[config.mk]
export PLATFORM = sky130hd
export DESIGN_NAME = msu_merge
export DESIGN_NICKNAME = d
export VERILOG_FILES = /design/src/sv/msu_pkg.sv /design/src/sv/msu_merge.sv
export SDC_FILE = /design/constraint.sdc
export NUM_CORES = 1
export LEC_CHECK = 0
export BUFFER_PORTS_ARGS = -buffer_cell sky130_fd_sc_hd__clkbuf_2
export CAP_MARGIN = 25
export CORE_MARGIN = 2
export CORE_UTILIZATION = 40
export CTS_BUF_LIST = sky130_fd_sc_hd__clkbuf_8
export CTS_CLUSTER_SIZE = 20
export DETAILED_ROUTE_END_ITERATION = 8
export GPL_TIMING_DRIVEN = 1
export PLACE_DENSITY = 0.72
export RECOVER_POWER = 100
export SETUP_SLACK_MARGIN = 0.1
export SLEW_MARGIN = 10
export SYNTH_ARGS = -nofsm -noshare
export SYNTH_HDL_FRONTEND = slang
export SYNTH_SLANG_ARGS = --single-unit
export TNS_END_PERCENT = 100
[constraint.sdc]
create_clock -name i_clk -period 9.1 [get_ports i_clk]
set_clock_uncertainty 0.05 [all_clocks]
set_input_delay 0.91 -clock i_clk [delete_from_list [all_inputs] [get_ports i_clk]]
set_output_delay 0.91 -clock i_clk [all_outputs]
set_load 0.05 [all_outputs]
[src/sv/msu_pkg.sv]
// Package: shared constants, codes and types of the max-similarity uncertainty block.
`default_nettype none
package msu_pkg;
    localparam int VAL_W      = 16;
    localparam int FIELDS     = 4;
    localparam int INV_W      = 32;
    localparam int SIM_W      = 17;
    localparam int CFG_W      = 32;
    localparam int CFG_IDX_W  = 3;
    localparam int MASK_W     = 4;
    localparam int CNT_OUT_W  = 25;
    localparam int SUM_OUT_W  = 41;
    localparam int SAMPLE_W   = VAL_W * FIELDS;

    localparam int LAYERS_DEF    = 4;
    localparam int SAMPLES_DEF   = 64;
    localparam int MAX_CELLS_DEF = 16777216;

    localparam logic [SIM_W-1:0] ONE_Q16       = 17'h10000;
    localparam logic [INV_W-1:0] INV_RESET     = 32'h0001_0000;
    localparam logic [SIM_W-1:0] THR_RESET     = 17'd13107;

    localparam logic [1:0] REQ_QUERY = 2'd0;
    localparam logic [1:0] REQ_LOAD  = 2'd1;
    localparam logic [1:0] REQ_CLEAR = 2'd2;

    localparam logic [1:0] ST_QUERY   = 2'd0;
    localparam logic [1:0] ST_STORED  = 2'd1;
    localparam logic [1:0] ST_FULL    = 2'd2;
    localparam logic [1:0] ST_CLEARED = 2'd3;

    localparam logic [CFG_IDX_W-1:0] CFG_INV0 = 3'd0;
    localparam logic [CFG_IDX_W-1:0] CFG_INV1 = 3'd1;
    localparam logic [CFG_IDX_W-1:0] CFG_INV2 = 3'd2;
    localparam logic [CFG_IDX_W-1:0] CFG_INV3 = 3'd3;
    localparam logic [CFG_IDX_W-1:0] CFG_MASK = 3'd4;
    localparam logic [CFG_IDX_W-1:0] CFG_THR  = 3'd5;

    typedef struct packed {
        logic clr;
        logic vld;
    } t_merge_ctl;
endpackage
`default_nettype wire

[src/sv/msu_merge.sv]
// Merge stage: minimum over lanes, running maximum over samples.
`default_nettype none
module msu_merge #(
    parameter int NL = msu_pkg::LAYERS_DEF
) (
    input  logic                       i_clk,
    input  msu_pkg::t_merge_ctl        i_ctl,
    input  logic [msu_pkg::SIM_W-1:0]  i_sim [NL],
    output logic [msu_pkg::SIM_W-1:0]  o_best
);
    import msu_pkg::*;

    logic [SIM_W-1:0] w_min;
    logic [SIM_W-1:0] r_best;

    always_comb begin
        w_min = ONE_Q16;
        for (int l = 0; l < NL; l++) begin
            if (i_sim[l] < w_min) begin
                w_min = i_sim[l];
            end
        end
    end

    always_ff @(posedge i_clk) begin
        if (i_ctl.clr) begin
            r_best <= '0;
        end else if (i_ctl.vld && (w_min > r_best)) begin
            r_best <= w_min;
        end
    end

    assign o_best = r_best;
endmodule
`default_nettype wire

==> impl_metrics.ini <==
[global_route]
grt_use_total_pct = 20.5
grt_pass1_wl_mm = 14.1
overflow = 0
grt_pass1_vias = 3161
antenna_found_initial = 0
grt_max_degree = 34

[die]
design.die.area_sq_um = 8280
die_w_um = 91.0
start_util_pct = 41.5
ios = 88
core_sq_um = 7290
die_y_um = 91.0
row_count = 31

[finish]
final_common_cell = inv_1
n_antenna_cell = 0
nets = 625
final_cell_mix = inv_1, clkbuf_2, ha_1
fillers = 722
area_growth_pct = 30.4
drive_gt1_share_pct = 26.9
seq_area_sq_um = 340
multi_input_area_sq_um = 2560
largest_reg_flops = 17
post-route-util_pct = 54.1

[route]
wl_mm = 8.94
drc_errors = 0
ant_nets = 0
wl_per_cell_um = 15.2
viasPerCell = 5.33
vias = 3142
drt_iter0_markers = 80
first_pass_iters = 4

[setup_path]
required_ns = 9.22
r2r-start = o_best[1]
path_buf_inv = 8
critPathSlowestCell = nor4_4
rr_worst_depth = 12
crit_family = compound AO/OA/AOI/OAI gates
cp_max_fo = 16
slowest_delay_ns = 0.32
r2r_slack_ns = 6.61
arrival_ns = 8.77
cp-start-kind = primary input
setup.worst_path.end_class = flip-flop
cp_common_cell = a21o_1
reg2reg_to = o_best[1]
worstSetupPathType = in2reg

[timing]
fmax_mhz = 116
finalSetupViolCount = 0
max-slew-margin-rel_pct = 59.6
tightestPinTransition_ns = 0.609
fin_ws_ns = 0.456
post-route-period-util_pct = 95.0
drv_slew = 0
min_period_ns = 8.64
hold_viol = 0

[logic_synthesis]
syn_nets = 530
synth_top_area_cell = ha_1
synth_area_per_cell_sq_um = 7.64
ys_top_cells_by_area = ha_1, dfxtp_1, mux2i_1, inv_1, a21oi_1
synthCells = 396
syn-cell-area_sq_um = 3030
synth_seq_cells = 17
synth-main-ff-cell = dfxtp_1
yosysTopAreaCellShare_pct = 26.0
yosys_warnings = 0
synth_cell_type_count = 47
synthArstFlopShare_pct = 0
synth-seq-area-share_pct = 11.2
synth_edf_count = 0

[worst_hold_path]
hold_end = o_best[0]
min_path_type = reg2reg
holdPathStages = 2
worstHoldStart = o_best[0]

[clock_tree]
ctsHoldBuffers = 0
clock_latency_ns = 0.26
clock_sinks = 17
numCtsBuffers = 3
cts_tree = done
clk_pin_slew_worst_paths_ns = 0.07
htree_levels = 1
cts_root_buf = clkbuf_8
clk_path_buf_depth = 2

[power_and_ir_drop]
p_leak_uw = 0.00201
ir_drop_uv = 78.3
power_density_nw_per_um2 = 195

[place]
place_ws_ns = -0.200
place.gp.congestion = 0.961
dp_hpwl_mm = 7.29
portBuffers = 87

[job]
cap_violations = 0

[run_status]
outcome = finished, final reports clean
Yosys cell counts, types with 2 or more instances:
master	instances
nor2b_1	4
and3_1	2
ha_1	63
buf_1	2
a21o_1	17
nor2_1	25
nand2_1	28
a2111oi_0	2
mux2i_1	32
mux2_2	6
or2_1	2
a211oi_1	17
nand3_1	2
nand2b_1	2
a21oi_1	27
o21ai_0	13
and4_1	2
dfxtp_1	17
clkbuf_1	6
nand4_1	11
inv_1	78
a211o_1	2
o21a_1	4
mux2_1	9
report_power, final:
group	leakage [uW]	switching [uW]	internal [uW]	total, uW
clock network	0.0000269	28.6	30.1	58.7
logic	0.00185	354	241	595
registers	0.000140	18.1	97.8	116
total	0.00201	400	369	770
metal layers:
metal / vias to the layer above / GRT usage [%] / routed length (um)
met4: 0 / 3.66 / 146
met5: - / 0 / 0
li1: 1582 / - / -
met2: 91 / 36.7 / 4370
met3: 15 / 3.40 / 444
met1: 1454 / 25.9 / 3980
how the worst max path moves through the flow:
stage / slack [ns] / endpoint / from / cells after the start
CTS: 0.17 / o_best[6] / i_sim[67] / 41
finish: 0.46 / o_best[1] / i_sim[67] / 44
global placement: 0.03 / o_best[1] / i_sim[67] / 41
floorplan: 0.12 / o_best[10] / i_sim[67] / 44
detailed placement: -0.20 / o_best[11] / i_sim[67] / 42
global route: -0.03 / o_best[0] / i_sim[67] / 43
cell families (layout without fill, tap and decap cells):
logic type               Yosys count  count (layout)  synth area share (%)
AO/OA/AOI/OAI                     93              93                  20.7
adder cells (fa/ha/maj)           63              63                  26.0
buffers and inverters             89             183                  11.7
flip-flops                        17              17                  11.2
multiplexers                      47              47                  16.2
AND/OR/NAND/NOR                   87              87                  14.2
area by class of cell:
cell class / count / share of cell area, %
clock inverters: 1 / 0.0951
multi-input cells: 290 / 65.0
repair buffers: 99 / 14.3
clock buffers: 3 / 1.05
inverters: 79 / 7.64
repair inverters: 1 / 0.159
well taps: 99 / 3.14
flip-flops and latches: 17 / 8.62
stage by stage:
step                setup TNS (ns)  hold WS, ns  std cells  instance area, sq um  power (uW)
floorplan                        0        0.660        396                  3030         508
detailed placement           -2.39        0.447        579                  3610         646
global placement                 0        0.437        579                  3610         631
global route                -0.161        0.493        589                  3950         838
finish                           0        0.456        589                  3950         770
CTS                              0        0.457        583                  3670         710
worst reg2reg max path: stages, from the launching register on:
cell and delay (ns):
dfxtp_1 0.37, inv_1 0.06, ha_1 0.31, nor2b_1 0.14
o21a_1 0.16, o21a_1 0.17, o21a_1 0.16, o21a_1 0.16
o21ai_1 0.12, a21o_1 0.16, a21oi_4 0.08, clkbuf_16 0.19
a211oi_1 0.25
timing repair:
action	CTS	global route
endpoints found under the setup margin	5	17
pin swaps	0	10
gates resized for setup	3	50
buffers inserted	0	4
cloned	0	2
(Power assumes the default switching activity.)
