$ cat src/sv/msu_pkg.sv
// Package: shared constants, codes and types of the max-similarity uncertainty block.
`default_nettype none
package msu_pkg;
    localparam int VAL_W      = 16;
    localparam int FIELDS     = 4;
    localparam int INV_W      = 32;
    localparam int SIM_W      = 17;
    localparam int CFG_W      = 32;
    localparam int CFG_IDX_W  = 3;
    localparam int MASK_W     = 4;
    localparam int CNT_OUT_W  = 25;
    localparam int SUM_OUT_W  = 41;
    localparam int SAMPLE_W   = VAL_W * FIELDS;

    localparam int LAYERS_DEF    = 4;
    localparam int SAMPLES_DEF   = 64;
    localparam int MAX_CELLS_DEF = 16777216;

    localparam logic [SIM_W-1:0] ONE_Q16       = 17'h10000;
    localparam logic [INV_W-1:0] INV_RESET     = 32'h0001_0000;
    localparam logic [SIM_W-1:0] THR_RESET     = 17'd13107;

    localparam logic [1:0] REQ_QUERY = 2'd0;
    localparam logic [1:0] REQ_LOAD  = 2'd1;
    localparam logic [1:0] REQ_CLEAR = 2'd2;

    localparam logic [1:0] ST_QUERY   = 2'd0;
    localparam logic [1:0] ST_STORED  = 2'd1;
    localparam logic [1:0] ST_FULL    = 2'd2;
    localparam logic [1:0] ST_CLEARED = 2'd3;

    localparam logic [CFG_IDX_W-1:0] CFG_INV0 = 3'd0;
    localparam logic [CFG_IDX_W-1:0] CFG_INV1 = 3'd1;
    localparam logic [CFG_IDX_W-1:0] CFG_INV2 = 3'd2;
    localparam logic [CFG_IDX_W-1:0] CFG_INV3 = 3'd3;
    localparam logic [CFG_IDX_W-1:0] CFG_MASK = 3'd4;
    localparam logic [CFG_IDX_W-1:0] CFG_THR  = 3'd5;

    typedef struct packed {
        logic clr;
        logic vld;
    } t_merge_ctl;
endpackage
`default_nettype wire

$ cat src/sv/msu_lane.sv
// One layer lane: per-layer similarity of cell and sample, two register stages.
`default_nettype none
module msu_lane (
    input  logic                              i_clk,
    input  logic signed [msu_pkg::VAL_W-1:0]  i_cell,
    input  logic signed [msu_pkg::VAL_W-1:0]  i_sample,
    input  logic [msu_pkg::INV_W-1:0]         i_inv,
    input  logic                              i_eq_mode,
    output logic [msu_pkg::SIM_W-1:0]         o_sim
);
    import msu_pkg::*;

    localparam int PROD_W = VAL_W + INV_W;

    logic signed [VAL_W:0]   w_diff;
    logic [VAL_W-1:0]        w_abs;
    logic [PROD_W-1:0]       r_prod;
    logic                    r_eq;
    logic                    r_fac;
    logic [SIM_W-1:0]        w_sim;
    logic [SIM_W-1:0]        r_sim;

    assign w_diff = {i_cell[VAL_W-1], i_cell} - {i_sample[VAL_W-1], i_sample};
    always_comb begin
        logic signed [VAL_W:0] neg;
        neg = -w_diff;
        w_abs = w_diff[VAL_W] ? neg[VAL_W-1:0] : w_diff[VAL_W-1:0];
    end

    always_comb begin
        if (r_fac) begin
            w_sim = r_eq ? ONE_Q16 : '0;
        end else if (|r_prod[PROD_W-1:2*VAL_W]) begin
            w_sim = '0;
        end else begin
            w_sim = ONE_Q16 - {1'b0, r_prod[2*VAL_W-1:VAL_W]};
        end
    end

    always_ff @(posedge i_clk) begin
        r_prod <= PROD_W'(w_abs) * PROD_W'(i_inv);
        r_eq   <= (i_cell == i_sample);
        r_fac  <= i_eq_mode;
        r_sim  <= w_sim;
    end

    assign o_sim = r_sim;
endmodule
`default_nettype wire

$ cat config.mk
export PLATFORM = sky130hd
export DESIGN_NAME = msu_lane
export DESIGN_NICKNAME = d
export VERILOG_FILES = /design/src/sv/msu_pkg.sv /design/src/sv/msu_lane.sv
export SDC_FILE = /design/constraint.sdc
export NUM_CORES = 1
export LEC_CHECK = 0
export ABC_AREA = 1
export BUFFER_PORTS_ARGS = -buffer_cell sky130_fd_sc_hd__clkbuf_2
export CAP_MARGIN = 25
export CORE_MARGIN = 1.5
export CORE_UTILIZATION = 25
export CTS_CLUSTER_SIZE = 8
export DETAILED_ROUTE_END_ITERATION = 8
export GPL_TIMING_DRIVEN = 0
export SLEW_MARGIN = 40
export SYNTH_ARGS = -nofsm -noshare
export SYNTH_HDL_FRONTEND = slang
export SYNTH_SLANG_ARGS = --single-unit
export TNS_END_PERCENT = 100
$ cat constraint.sdc
create_clock -name i_clk -period 17.6 [get_ports i_clk]
set_input_delay 2.64 -clock i_clk [delete_from_list [all_inputs] [get_ports i_clk]]
set_output_delay 2.64 -clock i_clk [all_outputs]
set_load 0.1 [all_outputs]
==> metrics.md, run 1 <==
| Metric | Value |
|---|---|
| Status | finished clean |
| Final core occ | 0.2756 |
| Worst Setup Path Type | primary input to flop |
| Slowest cell on the critical path | fa_1 |
| Top cells by area, synth | fa_1 (44%), inv_1 (13%), nand2_1 (11%), ha_1 (8.8%), dfxtp_1 (5.3%) |
| Chip width | 279.6 µm |
| CTS tree | built |
| Maximum clock rate | 0.09185 GHz |
| Largest net degree at the start of global routing | 16 |
| Flops & latches, synth | between 50 and 60 |
| RSZ-0062 raised after global routing | no |
| Post-synth EDFFs | 0 |
| CTS root buf | clkbuf_16 |
| Initial Util | 0.2522 |
| Initial antenna violation count | 3 |
| Hold Path Stages | 1 |
| Gpl congestion | 0.9745 |
| Post-DP HPWL | a little over 50,000 µm |
| Vias in the first global route | 16,928 |
| Setup TNS | 0 ns |
| Top Metal Used | met5 |
| Yosys synthesis warning count | 0 |
| Final Cell Area | 20,900 µm² |
| CTS clk-pin slew, worst paths | 0.06 ns |
| Wire per inst | ~17 µm |
| Worst Tran Pin Value | roughly 0.82 ns |
| Worst Clk Skew | about 0.0038 ns |
| Distinct cells, synth | between 50 and 60 |
| Synthesized Nets | between 3,000 and 4,000 |
| Ys async rst share | 0 |
| Final hold viol count | 0 |
| FILL cells | between 8,000 and 9,000 |
| Buf/Inv on CP | 12 |
| Element type at the critical path end | flop |
| Pins Over Slew Limit | 0 |
| Top cells by instance count after synthesis | inv_1 (653), nand2_1 (539), fa_1 (418) |
| Syn Area/Cell | 7.646 µm² |
| Vias per cell | around 4.6 |
| Reg2reg path depth | 14 |
| Core Region | ~76,000 µm² |
| Setup repair bufs after CTS | 0 |
| IO buf count | 77 |
| Metal-1 WL | roughly 25,000 µm |
| Initial DRC Count | between 1,000 and 1,500 |
| Global-route wire length before repair | approximately 95,000 µm |
| DRC | 0 |
| Synth top area share | 0.4376 |
| Final min period | 10.89 ns |
| Depth of the CTS H-tree | 2 |
| Final cycle utilization of the critical path | 0.6186 |
| Setup violators final | 0 |
| Largest stage delay, worst path | about 0.56 ns |
| Routed wire length | around 60,000 µm |
| Met3 routed WL | about 5200 µm |
| Final cell count without fillers | around 3,600 |
| DP Area | about 21,000 µm² |
| Worst skew pair latency | just under 0.3 ns |
| Die area | slightly below 80,000 µm² |
| Syn Inst Count | roughly 2,500 |
| Row count | ~100 |
| Chip Height | 279.6 µm |
| Sink Count | 51 |
| Worst endpoint data arrival time | roughly 11 ns |
| Worst relative slew slack | 0.4520 |
| Most common cell in the synthesized netlist | inv_1 |
| Largest fanout on the critical path | 10 |
| DR vias | 16,337 |
| Area leader, netlist | fa_1 |
| Remaining Overflow, GRT | 0 |
| Met2 routed WL | around 27,000 µm |
| CTS buffer count | 5 |
| Mapped cell area | 19,120 µm² |
| Total GRT Usage | 0.1570 |
| Worst endpoint required time | 17.77 ns |
| Max Cap Violations | 0 |
| Drt first pass iters | 8 |
| Clk buf depth | 2 |
| I/O pins | 83 |
| Syn-to-layout area delta | 9.272% |
| Final nets | about 3,200 |
| Hold crit path type | flop to flop |
| Stages on the worst setup path | 40 |
| Critical path's top delay family | adder cells |
| Sequential area share after synthesis | 0.05339 |
| Antenna Nets Post-Route | 0 |
| Post-synth top flop | dfxtp_1 |
| # hold bufs at CTS | 0 |
| Cells after DPL | about 3,600 |
| CP startpoint kind | primary input |
| Most Frequent Cell on Critical Path | nand2_1 |
| Layout cell share with drive strength beyond 1 | 0.05994 |
| Post_cts resized | 0 |
[metal layers]
| metal | vias up | GRT usage |
|---|---|---|
| met5 | - | 0 |
| met4 | 4 | 0.05059 |
| met3 | 104 | 0.02811 |
| met1 | 8068 | 0.2093 |
| met2 | 714 | 0.2568 |
| li1 | 7447 | - |
[registers in the layout, indices dropped and copies added, names as in the netlist]
register	flops
r_prod	32
o_sim	17
r_eq	1
r_fac	1
[cells in the final DEF, fill, tap and decap left out, drive strengths merged, types with 32 or more instances in the layout]
cell type    n
a21oi       85
buf         37
clkbuf     126
dfxtp       51
fa         418
ha         135
inv        664
nand2      544
nand3       69
nor2       260
o21ai       51
xor2        32
[cell families (layout without fill, tap and decap cells)]
| kind of cell | Yosys count | in the layout | share of synthesized area |
|---|---|---|---|
| compound gates | 184 | 184 | 0.05536 |
| xor+xnor | 45 | 45 | 0.02257 |
| simple gates | 923 | 923 | 0.1928 |
| other cells | 0 | 1 | 0 |
| fa+ha+maj | 553 | 553 | 0.5259 |
| flops | 51 | 51 | 0.05339 |
| buf+inv | 745 | 830 | 0.1500 |
[worst paths after layout]
kind | startpoint | end | slack [ns]
worst max-delay path | i_cell[0] | r_prod[45]$_DFF_P_ | 6.71
worst min-delay path | r_prod[30]$_DFF_P_ | o_sim[14]$_SDFF_PP0_ | 0.44
worst max register to register | r_prod[16]$_DFF_P_ | o_sim[15]$_SDFF_PP0_ | 15.43
worst min register to register | r_prod[30]$_DFF_P_ | o_sim[14]$_SDFF_PP0_ | 0.44
[per-stage QoR]
step	hold slack [ns]	worst slack (ns)
after floorplan	0.4041	8.109
after global placement	0.4356	6.629
after detailed placement	0.4358	6.568
after CTS	0.4452	6.864
after global routing	0.4557	6.309
final	0.4404	6.713
[area by class of cell]
class | instances | area, µm² | area share
diodes | 1 | 2.502 | 0.0001198
plain buffers | 79 | 369.1 | 0.01766
clock buffers | 7 | 152.6 | 0.007305
clock inverters | 1 | 7.507 | 0.0003593
inverters | 666 | 2500 | 0.1196
multi-input cells | 1705 | 15230 | 0.7290
flip-flops and latches | 51 | 1021 | 0.04886
well taps | 978 | 1224 | 0.05856
repair buffers | 77 | 385.4 | 0.01844
Power of run 1 is not shown: default switching activity piles up to over one toggle a cycle in this logic, so the estimate is an artifact.
==> inputs of run 2 (changes only) <==
==> constraint.sdc (replaced) <==
create_clock -name i_clk -period 9.3 [get_ports i_clk]
set_input_delay 1.395 -clock i_clk [delete_from_list [all_inputs] [get_ports i_clk]]
set_output_delay 1.395 -clock i_clk [all_outputs]
set_load 0.1 [all_outputs]
==> run 2 against run 1 <==
- sequential share of layout area decreased by 0.077 points
- critical path depth decreased by 3
- cell count increased by 0.17%
- routed wire length increased by 0.21%
==> metrics.md, run 2 (same netlist as run 1, synthesis figures left out) <==
| Metric | Value |
|---|---|
| Largest net degree at the start of global routing | 16 |
| Final min period | around 9 ns |
| Wire per inst | about 17 µm |
| R2r setup slk | 7.13 ns |
| Chip Height | around 280 µm |
| # hold bufs at CTS | 0 |
| Initial DRC Count | ~1,100 |
| Reg2reg path depth | 14 |
| Depth of the CTS H-tree | 2 |
| Worst setup path start | i_cell[0] |
| R2R Path End | o_sim[15]$_SDFF_PP0_ |
| IO buf count | 77 |
| Hold WS | about 0.44 ns |
| FF-to-FF Start | r_prod[16]$_DFF_P_ |
| Final nets | between 3,000 and 4,000 |
| Sink Count | roughly 50 |
| Worst Clk Skew | between 0.003 and 0.004 ns |
| Max Cap Violations | 0 |
| Pins Over Slew Limit | 0 |
| Register Area | 1021 µm² |
| Worst relative slew slack | 0.4700 |
| Critical path's top delay family | adder cells |
| Layout cell share with drive strength beyond 1 | 0.07796 |
| Largest stage delay, worst path | 0.59 ns |
| Status | finished clean |
| Most Frequent Cell on Critical Path | inv_1 |
| Syn-to-layout area delta | 11.02% |
| Stages on the worst setup path | 37 |
| CTS buffer count | 5 |
| FILL cells | approximately 8,300 |
| Hold crit path type | flop to flop |
| Slowest cell on the critical path | fa_1 |
| Global-route wire length before repair | ~95,000 µm |
| Routed wire length | 60,000 µm |
| Setup violators final | 0 |
| Final hold viol count | 0 |
| Worst endpoint data arrival time | 9.16 ns |
| Total GRT Usage | 0.1571 |
| Initial Util | 0.2522 |
| Vias in the first global route | roughly 17,000 |
| Metal-1 WL | between 20,000 and 30,000 µm |
| Initial antenna violation count | 3 |
| Element type at the critical path end | flop |
| Met3 routed WL | ~5400 µm |
| Post-DP HPWL | between 50,000 and 60,000 µm |
| DRC | 0 |
| Largest register FFs | 32 |
| Antenna Nets Post-Route | 0 |
| Vias per cell | roughly 4.6 |
| Area of the multi-input gates | 15,430 µm² |
| Clk buf depth | 2 |
| CTS tree | built |
| Largest fanout on the critical path | 10 |
| Commonest non-fill, non-tap cells in the layout | inv_1 (652), nand2_1 (529), fa_1 (418) |
| Worst skew pair latency | between 0.2 and 0.3 ns |
| Setup TNS | 0 ns |
| Maximum clock rate | 0.1116 GHz |
| Die area | approximately 78,000 µm² |
| Critical Path End | r_prod[37]$_DFF_P_ |
| CP startpoint kind | primary input |
| Chip width | 279.6 µm |
| Drt first pass iters | 9 |
| Commonest non-fill, non-tap cell in the layout | inv_1 |
| Met2 routed WL | 27,260 µm |
| Core Region | about 76,000 µm² |
| Cells after DPL | approximately 3,600 |
| CTS root buf | clkbuf_16 |
| Worst Tran Pin Value | a little under 0.8 ns |
| Gpl congestion | 0.9745 |
| CTS clk-pin slew, worst paths | around 0.060 ns |
| Row count | between 100 and 150 |
| Final Cell Area | 21,230 µm² |
| Final cell count without fillers | 3,571 |
| RSZ-0062 raised after global routing | yes |
| Worst endpoint required time | approximately 9.5 ns |
| I/O pins | 83 |
| Buf/Inv on CP | 12 |
| Largest Register | r_prod |
| Worst Setup Path Type | primary input to flop |
| DP Area | 20,730 µm² |
| DR vias | ~16,000 |
| Final cycle utilization of the critical path | 0.9634 |
| Remaining Overflow, GRT | 0 |
| Top Metal Used | met4 |
==> run 2: changes by cell type in the layout (fill, tap and decap cells not counted), moves of 4 or more <==
| cell | before | now |
|---|---|---|
| buf_2 | 27 | 9 |
| buf_4 | 6 | 17 |
| nand2_1 | 539 | 529 |
| a21oi_1 | 84 | 76 |
| a21oi_2 | 1 | 9 |
| buf_6 | 2 | 10 |
| clkbuf_4 | 0 | 5 |
| nand2_2 | 5 | 10 |
| nand2_4 | 0 | 5 |
| a31oi_1 | 16 | 12 |
==> run 2: per-stage QoR <==
step                setup slack [ns]    util
floorplan                      1.054       -
global placement             -0.4256  0.2734
detailed placement           -0.4868  0.2734
CTS                        0.0007416  0.2760
global route                -0.07322  0.2799
finish                        0.3407  0.2800
==> run 2: repair_timing <==
action                                  4_1_cts  5_1_grt
endpoints found under the setup margin        6       29
endpoints found under the hold margin         0        0
pin swaps                                     0        3
buffers inserted                              0        5
gates resized for setup                      11       95
==> run 2: area by class of cell <==
type,count,share of cell area
flip-flops and latches,51,0.04809
diodes,2,0.0002358
plain buffers,79,0.02122
well taps,978,0.05764
clock inverters,1,0.0003536
repair buffers,82,0.01992
clock buffers,7,0.007190
inverters,666,0.1187
multi-input cells,1705,0.7266
==> run 2: how the worst min path moves through the flow <==
| stage | start | endpoint | cells after the start | slack, ns |
|---|---|---|---|---|
| after detailed placement | r_prod[30]$_DFF_P_ | o_sim[14]$_SDFF_PP0_ | 1 | 0.44 |
| after global routing | r_prod[30]$_DFF_P_ | o_sim[14]$_SDFF_PP0_ | 1 | 0.46 |
| after floorplan | r_prod[30]$_DFF_P_ | o_sim[14]$_SDFF_PP0_ | 1 | 0.40 |
| after global placement | r_prod[30]$_DFF_P_ | o_sim[14]$_SDFF_PP0_ | 1 | 0.44 |
| final | r_prod[30]$_DFF_P_ | o_sim[14]$_SDFF_PP0_ | 1 | 0.44 |
| after CTS | r_prod[30]$_DFF_P_ | o_sim[14]$_SDFF_PP0_ | 1 | 0.45 |
==> run 2: metal layers <==
layer | track usage | vias to the layer above
met5 | 0 | -
met4 | 0.05059 | 0
met3 | 0.02811 | 110
met2 | 0.2568 | 660
met1 | 0.2095 | 8026
li1 | - | 7474
Power of run 2 is left out for the same reason.
